$ cat src/rtl/vyuyrgb_pkg.sv
package vyuyrgb_pkg;

    // configuration register fields
    localparam int CFG_DATA_W  = 13;
    localparam int CFG_INDEX_W = 1;
    localparam int ROW_W       = 12;
    localparam int MAX_HEIGHT  = 4096;
    localparam int DEF_MAX_WIDTH = 4096;

    // reset values of the frame geometry
    localparam logic [CFG_DATA_W-1:0] RESET_FRAME_WIDTH  = 13'd1280;
    localparam logic [CFG_DATA_W-1:0] RESET_FRAME_HEIGHT = 13'd720;

    // register indexes on the configuration channel
    localparam logic [CFG_INDEX_W-1:0] REG_FRAME_WIDTH  = 1'b0;
    localparam logic [CFG_INDEX_W-1:0] REG_FRAME_HEIGHT = 1'b1;

    // stream widths
    localparam int S_DATA_W = 32;
    localparam int M_DATA_W = 48;

    typedef struct packed {
        logic [7:0] red;
        logic [7:0] green;
        logic [7:0] blue;
    } rgb_t;

    // round, floor shift by 8 and clamp to 0..255
    function automatic logic [7:0] clamp_shift(input logic signed [19:0] acc);
        logic [7:0] res;
        if (acc[19])
            res = 8'd0;
        else if (acc[18:16] != 3'd0)
            res = 8'd255;
        else
            res = acc[15:8];
        return res;
    endfunction

    // bt.601 integer conversion of one pixel
    function automatic rgb_t convert(input logic [7:0] y, input logic [7:0] u,
                                     input logic [7:0] v);
        logic signed [9:0]  c;
        logic signed [9:0]  d;
        logic signed [9:0]  e;
        logic signed [19:0] luma_term;
        logic signed [19:0] acc_r;
        logic signed [19:0] acc_g;
        logic signed [19:0] acc_b;
        rgb_t               px;
        c = $signed({2'b00, y}) - 10'sd16;
        d = $signed({2'b00, u}) - 10'sd128;
        e = $signed({2'b00, v}) - 10'sd128;
        luma_term = 20'sd298 * 20'(c) + 20'sd128;
        acc_r = luma_term + 20'sd409 * 20'(e);
        acc_g = luma_term - 20'sd100 * 20'(d) - 20'sd208 * 20'(e);
        acc_b = luma_term + 20'sd516 * 20'(d);
        px.red   = clamp_shift(acc_r);
        px.green = clamp_shift(acc_g);
        px.blue  = clamp_shift(acc_b);
        return px;
    endfunction

endpackage

$ cat src/rtl/vyuy_to_rgb32_line_decimate.sv
// VYUY macropixel stream to BGR pixel pairs with 2:1 vertical decimation.
// One macropixel is taken per transfer on the s_ side; items on odd lines of
// the frame are consumed and give nothing, items on even lines give one pixel
// pair on the m_ side with BT.601 conversion (alpha 0xff implied). Throughput
// is one item per cycle while m_tready does not stall the output; an item
// passes the input register, then conversion into the output register (m_tvalid).
// m_tlast marks the last macropixel of a kept line, m_tuser the last result
// of the frame. A configuration write restarts the frame at line 0, column 0;
// write only while no item is in flight. cfg_ready is always high.
module vyuy_to_rgb32_line_decimate #(
    parameter int MAX_WIDTH = vyuyrgb_pkg::DEF_MAX_WIDTH
) (
    input  logic                                 clk,
    input  logic                                 rst_n,
    // configuration write channel
    input  logic                                 cfg_valid,
    output logic                                 cfg_ready,
    input  logic [vyuyrgb_pkg::CFG_INDEX_W-1:0]  cfg_index,
    input  logic [vyuyrgb_pkg::CFG_DATA_W-1:0]   cfg_data,
    // input stream
    input  logic                                 s_tvalid,
    output logic                                 s_tready,
    // chroma_v[7:0], luma_first[15:8], chroma_u[23:16], luma_second[31:24]
    input  logic [vyuyrgb_pkg::S_DATA_W-1:0]     s_tdata,
    // output stream
    output logic                                 m_tvalid,
    input  logic                                 m_tready,
    // blue_first[7:0], green_first[15:8], red_first[23:16],
    // blue_second[31:24], green_second[39:32], red_second[47:40]
    output logic [vyuyrgb_pkg::M_DATA_W-1:0]     m_tdata,
    output logic                                 m_tlast,  // line_end
    output logic                                 m_tuser   // frame_end
);
    import vyuyrgb_pkg::*;

    localparam int MaxPerLine = (MAX_WIDTH + 1) / 2;
    localparam int ColW       = (MaxPerLine > 1) ? $clog2(MaxPerLine) : 1;
    localparam int DimW       = CFG_DATA_W + 1;

    logic [CFG_DATA_W-1:0] frame_width_reg, frame_width_next;
    logic [CFG_DATA_W-1:0] frame_height_reg, frame_height_next;
    logic [ColW-1:0]       col_reg, col_next;
    logic [ROW_W-1:0]      row_reg, row_next;

    logic                  s1_valid_reg, s1_valid_next;
    logic [S_DATA_W-1:0]   s1_data_reg;
    logic                  s1_last_reg;
    logic                  s1_frame_end_reg;

    logic                  m_valid_reg, m_valid_next;
    logic [M_DATA_W-1:0]   m_data_reg;
    logic                  m_last_reg;
    logic                  m_user_reg;

    logic                  cfg_write;
    logic                  in_xfer;
    logic                  s1_move;
    logic [DimW-1:0]       width_eff;
    logic [DimW-1:0]       per_line;
    logic [DimW-1:0]       last_col;
    logic [CFG_DATA_W-1:0] height_eff;
    logic [ROW_W-1:0]      last_row;
    logic [ROW_W-1:0]      last_kept;
    logic                  at_line_end;
    logic                  at_frame_end;
    logic                  kept;
    rgb_t                  px_first;
    rgb_t                  px_second;

    assign cfg_ready = 1'b1;
    assign cfg_write = cfg_valid && cfg_ready;

    // pipeline handshakes
    assign s1_move  = s1_valid_reg && (!m_valid_reg || m_tready);
    assign s_tready = !s1_valid_reg || s1_move;
    assign in_xfer  = s_tvalid && s_tready;

    // effective frame geometry
    always_comb
    begin
        if (frame_width_reg < CFG_DATA_W'(2))
            width_eff = DimW'(2);
        else if ({1'b0, frame_width_reg} > DimW'(MAX_WIDTH))
            width_eff = DimW'(MAX_WIDTH);
        else
            width_eff = {1'b0, frame_width_reg};
        per_line = (width_eff + DimW'(1)) >> 1;
        last_col = per_line - DimW'(1);

        if (frame_height_reg == '0)
            height_eff = CFG_DATA_W'(1);
        else if (frame_height_reg > CFG_DATA_W'(MAX_HEIGHT))
            height_eff = CFG_DATA_W'(MAX_HEIGHT);
        else
            height_eff = frame_height_reg;
        last_row  = ROW_W'(height_eff - CFG_DATA_W'(1));
        last_kept = last_row & ~ROW_W'(1);

        at_line_end  = DimW'(col_reg) >= last_col;
        at_frame_end = row_reg >= last_row;
        kept         = !row_reg[0];
    end

    // configuration registers and frame position counters
    always_comb
    begin
        frame_width_next  = frame_width_reg;
        frame_height_next = frame_height_reg;
        col_next          = col_reg;
        row_next          = row_reg;
        if (cfg_write)
        begin
            case (cfg_index)
                REG_FRAME_WIDTH:  frame_width_next  = cfg_data;
                REG_FRAME_HEIGHT: frame_height_next = cfg_data;
                default:          ;
            endcase
            col_next = '0;
            row_next = '0;
        end
        else if (in_xfer)
        begin
            if (at_line_end)
            begin
                col_next = '0;
                row_next = at_frame_end ? '0 : row_reg + ROW_W'(1);
            end
            else
            begin
                col_next = col_reg + ColW'(1);
            end
        end
    end

    // stage valid bits
    always_comb
    begin
        s1_valid_next = s1_valid_reg;
        if (in_xfer)
            s1_valid_next = kept;
        else if (s1_move)
            s1_valid_next = 1'b0;

        m_valid_next = m_valid_reg;
        if (s1_move)
            m_valid_next = 1'b1;
        else if (m_tready)
            m_valid_next = 1'b0;
    end

    // control state
    always_ff @(posedge clk or negedge rst_n)
    begin
        if (!rst_n)
        begin
            frame_width_reg  <= RESET_FRAME_WIDTH;
            frame_height_reg <= RESET_FRAME_HEIGHT;
            col_reg          <= '0;
            row_reg          <= '0;
            s1_valid_reg     <= 1'b0;
            m_valid_reg      <= 1'b0;
        end
        else
        begin
            frame_width_reg  <= frame_width_next;
            frame_height_reg <= frame_height_next;
            col_reg          <= col_next;
            row_reg          <= row_next;
            s1_valid_reg     <= s1_valid_next;
            m_valid_reg      <= m_valid_next;
        end
    end

    // input register with line and frame marks
    always_ff @(posedge clk)
    begin
        if (in_xfer)
        begin
            s1_data_reg      <= s_tdata;
            s1_last_reg      <= at_line_end;
            s1_frame_end_reg <= at_line_end && (row_reg >= last_kept);
        end
    end

    // color conversion of both pixels
    always_comb
    begin
        px_first  = convert(s1_data_reg[15:8], s1_data_reg[23:16], s1_data_reg[7:0]);
        px_second = convert(s1_data_reg[31:24], s1_data_reg[23:16], s1_data_reg[7:0]);
    end

    // output register
    always_ff @(posedge clk)
    begin
        if (s1_move)
        begin
            m_data_reg <= {px_second.red, px_second.green, px_second.blue,
                           px_first.red, px_first.green, px_first.blue};
            m_last_reg <= s1_last_reg;
            m_user_reg <= s1_frame_end_reg;
        end
    end

    assign m_tvalid = m_valid_reg;
    assign m_tdata  = m_data_reg;
    assign m_tlast  = m_last_reg;
    assign m_tuser  = m_user_reg;

endmodule

$ cat config.mk
export PLATFORM = sky130hd
export DESIGN_NAME = vyuy_to_rgb32_line_decimate
export DESIGN_NICKNAME = d
export VERILOG_FILES = /design/src/rtl/vyuyrgb_pkg.sv /design/src/rtl/vyuy_to_rgb32_line_decimate.sv
export SDC_FILE = /design/constraint.sdc
export NUM_CORES = 1
export LEC_CHECK = 0
export BUFFER_PORTS_ARGS = -buffer_cell sky130_fd_sc_hd__buf_4
export CAP_MARGIN = 5
export CORE_MARGIN = 8
export CORE_UTILIZATION = 64
export DETAILED_ROUTE_END_ITERATION = 12
export PLACE_DENSITY = 0.9
export SLEW_MARGIN = 20
export SYNTH_ARGS = -nofsm -noshare
export SYNTH_HDL_FRONTEND = slang
export SYNTH_SLANG_ARGS = --single-unit
$ cat constraint.sdc
create_clock -name clk -period 8 [get_ports clk]
set_input_delay 0.4 -clock clk [delete_from_list [all_inputs] [get_ports clk]]
set_output_delay 0.4 -clock clk [all_outputs]
set_load 0.03 [all_outputs]
==> results.md <==
* Leading area contributor after synthesis: ha_1
* Synth Area in Compound Gates at 0.154
* Wire per inst at 18.7 microns
* Clock Latency Late Sink at 440 ps
* Largest net degree at the start of global routing at 52
* Maximum clock path buffer count at 2
* Io pins at 104
* Fmax at 0.131 GHz
* Fin crit share at 0.954
* Final-report setup violation count at 0
* Initial antenna violation count at 0
* Worst Hold Class: primary input to asynchronous set/reset pin
* Grt ovf at 0
* Final hold violations at 19
* Synth Cell Area at 17200 sq um
* Synthesized Nets at 2293
* EDFF count, synth at 84
* Post-Synth Simple-Gate Area at 0.115
* #FFs+latches synth at 135
* Failing checks: hold timing
* Vias in the first global route at 14347
* Count of different cell masters after synthesis at 81
* Pre-antenna DRT Iters at 6
* Fraction of layout cells with a size suffix above 1 at 0.109
* Largest delay share family, worst path: adder cells
* Die height at 180 microns
* Mux cell area share after synthesis at 0.0168
* Max FFs per register at 48
* Avg Synthesized Cell Area at 9.49 sq um
* Status: finished, violations left
* Share of synthesized registers carrying an async set or reset at 0.378
* CP Launch Type: flip-flop
* Pins Over Slew Limit at 0
* Largest family of logic cells by synthesized area: adder cells
* DIE WIDTH at 180 microns
* Hold_ws at -27.1 ps
* Final WL at 42400 microns
* Fin util at 0.710
* Via Count at 14025
* Critical path class: flip-flop to flip-flop
* Layout area overhead at 10.3%
* Max_slew headroom at 0.376
* CTS sink cnt at 135
* Post-Synth XOR/XNOR Area at 0.0779
* Yosys warns at 0
* Critical Path Most Common Cell: ha_1
* First-pass GRT wire length at 69000 microns
* CTS tree: done
* Die Area at 32300 sq um
* Setup WS pre-CTS at 148 ps
* Antenna diode count at 0
* Core area at 26700 sq um
* Post-route ant nets at 0
* Worst-case reg-to-reg path depth at 25
* Synth Area in Adders at 0.352
* DRC at 0
* Area contributors post-synth: ha_1 26%, edfxtp_1 15%, fa_1 9.3%, dfrtp_1 6.6%, inv_1 5.7%
* # H-tree levels at 4
* Largest fanout on the critical path at 8
* Synthesized instance count at 1807
* Worst-margin pin slew at 936 ps
* HPWL after DPL at 34200 microns
* NumNets Final at 2402
* Worst setup EP type: flip-flop
* Maximum capacitance violations at 0
* Number of vias per cell at 6.18
* Arrival time at the worst endpoint at 7790 ps
* GRT Resource Usage Total at 0.260
* CTS clk-pin slew, worst paths at 70 ps
* CP Buf/Inv Count at 2
* Gp weighted congestion at 1.01
* Top cell type's share of synthesized area at 0.259
* Tmin final at 7630 ps
* Cell row count at 60
* PortBufs at 102
* Final setup margin at 370 ps
* Sequential share of the synthesized area at 0.222
* Initial DRC Count at 1068
* Clk root buf: clkbuf_16
* Initial Utilization at 0.644
* Synth Flop Type: edfxtp_1
* Most common cell after layout, fill and taps aside: ha_1
* Crit-path slowest cell: fa_1
* Final setup skew at 16.3 ps
* CTS Buf Count at 17
* Critical Path RT at 8160 ps
* Most frequent cells in the layout: 355 x ha_1, 262 x inv_1, 118 x nor2_1, 107 x buf_4, 99 x a21oi_1
* CP max stage delay at 510 ps
* Cell depth of the worst setup path at 25
[synthesized netlist by cell type (5+ instances only)]
cell / instances
a2111oi_0: 5
a211oi_1: 10
a21o_1: 36
a21oi_1: 100
a22oi_1: 11
a31oi_1: 17
and2_1: 11
and3_1: 25
buf_2: 5
clkbuf_1: 9
dfrtp_1: 45
dfstp_2: 6
edfxtp_1: 84
fa_1: 80
ha_1: 355
inv_1: 262
mux2_2: 22
nand2_1: 60
nand2b_1: 26
nand3_1: 32
nand4_1: 13
nor2_1: 119
nor2b_1: 22
nor3_1: 34
nor4_1: 14
o211ai_1: 6
o21a_1: 32
o21ai_0: 69
o21bai_1: 12
o2bb2ai_1: 11
o31a_1: 7
o31ai_1: 9
or2_2: 11
or3_1: 13
xnor2_1: 89
xor2_1: 58
[logic make-up after synthesis]
family,after synthesis
AND/OR/NAND/NOR,394
multiplexers,26
adder cells (fa/ha/maj),435
XOR/XNOR,150
AO/OA/AOI/OAI,387
buffers and inverters,279
flip-flops,135
other,1
[layer usage]
metal / wire [microns] / part of all wire / vias up / track usage
met4: 2430 / 0.057 / 0 / 0.141
met5: 0 / 0 / - / 0
met1: 16700 / 0.39 / 6635 / 0.305
li1: - / - / 6617 / -
met3: 3180 / 0.075 / 183 / 0.0520
met2: 20100 / 0.47 / 590 / 0.445
[cell type report]
| cell class | instances | area (sq um) |
|---|---|---|
| clock buffers | 18 | 439 |
| well taps | 341 | 427 |
| fillers | 1882 | 7730 |
| flip-flops and latches | 135 | 3810 |
| multi-input cells | 1393 | 12300 |
| clock inverters | 14 | 141 |
| inverters | 262 | 983 |
| repair buffers | 107 | 803 |
[worst reg2reg max path, stage by stage (launching register included)]
cell,delay (ps)
edfxtp_1,390
inv_1,140
ha_1,200
or3b_1,480
inv_1,190
ha_1,280
ha_1,320
fa_1,500
fa_1,490
ha_1,310
ha_1,350
o21ai_1,110
or4b_1,490
nand3_2,100
nand3_2,120
nor2_1,200
xnor2_2,220
fa_1,510
ha_1,250
a2111oi_1,450
nand3_1,170
a31o_2,280
a31o_2,230
a21oi_1,250
xnor2_2,240
a21oi_1,90
[worst paths after layout]
check                                endpoint        startpoint  slack, ps
max in group asynchronous         col_reg[10]             rst_n       7570
min reg2reg                           m_tuser  s1_frame_end_reg        420
min                        frame_width_reg[6]             rst_n        -30
min in group clk               s1_data_reg[1]        s_tdata[1]        130
max reg2reg                       m_tdata[10]   s1_data_reg[12]        370
max                               m_tdata[10]   s1_data_reg[12]        370
[what timing repair did]
| item | in CTS | in global routing |
|---|---|---|
| gates resized for setup | 0 | 6 |
| endpoints found under the setup margin | 0 | 8 |
| hold buffers | 0 | 0 |
| buffers inserted | 0 | 0 |
[per-stage QoR]
stage               instances  cell area, sq um  setup TNS (ps)
global route             2270             18900           -22.8
finish                   2270             18900               0
detailed placement       2238             18300               0
global placement         2238             18300               0
CTS                      2270             18900               0
floorplan                1807             17200               0
Power is not shown: default switching activity piles up to over one toggle a cycle in this logic, so the estimate is an artifact.
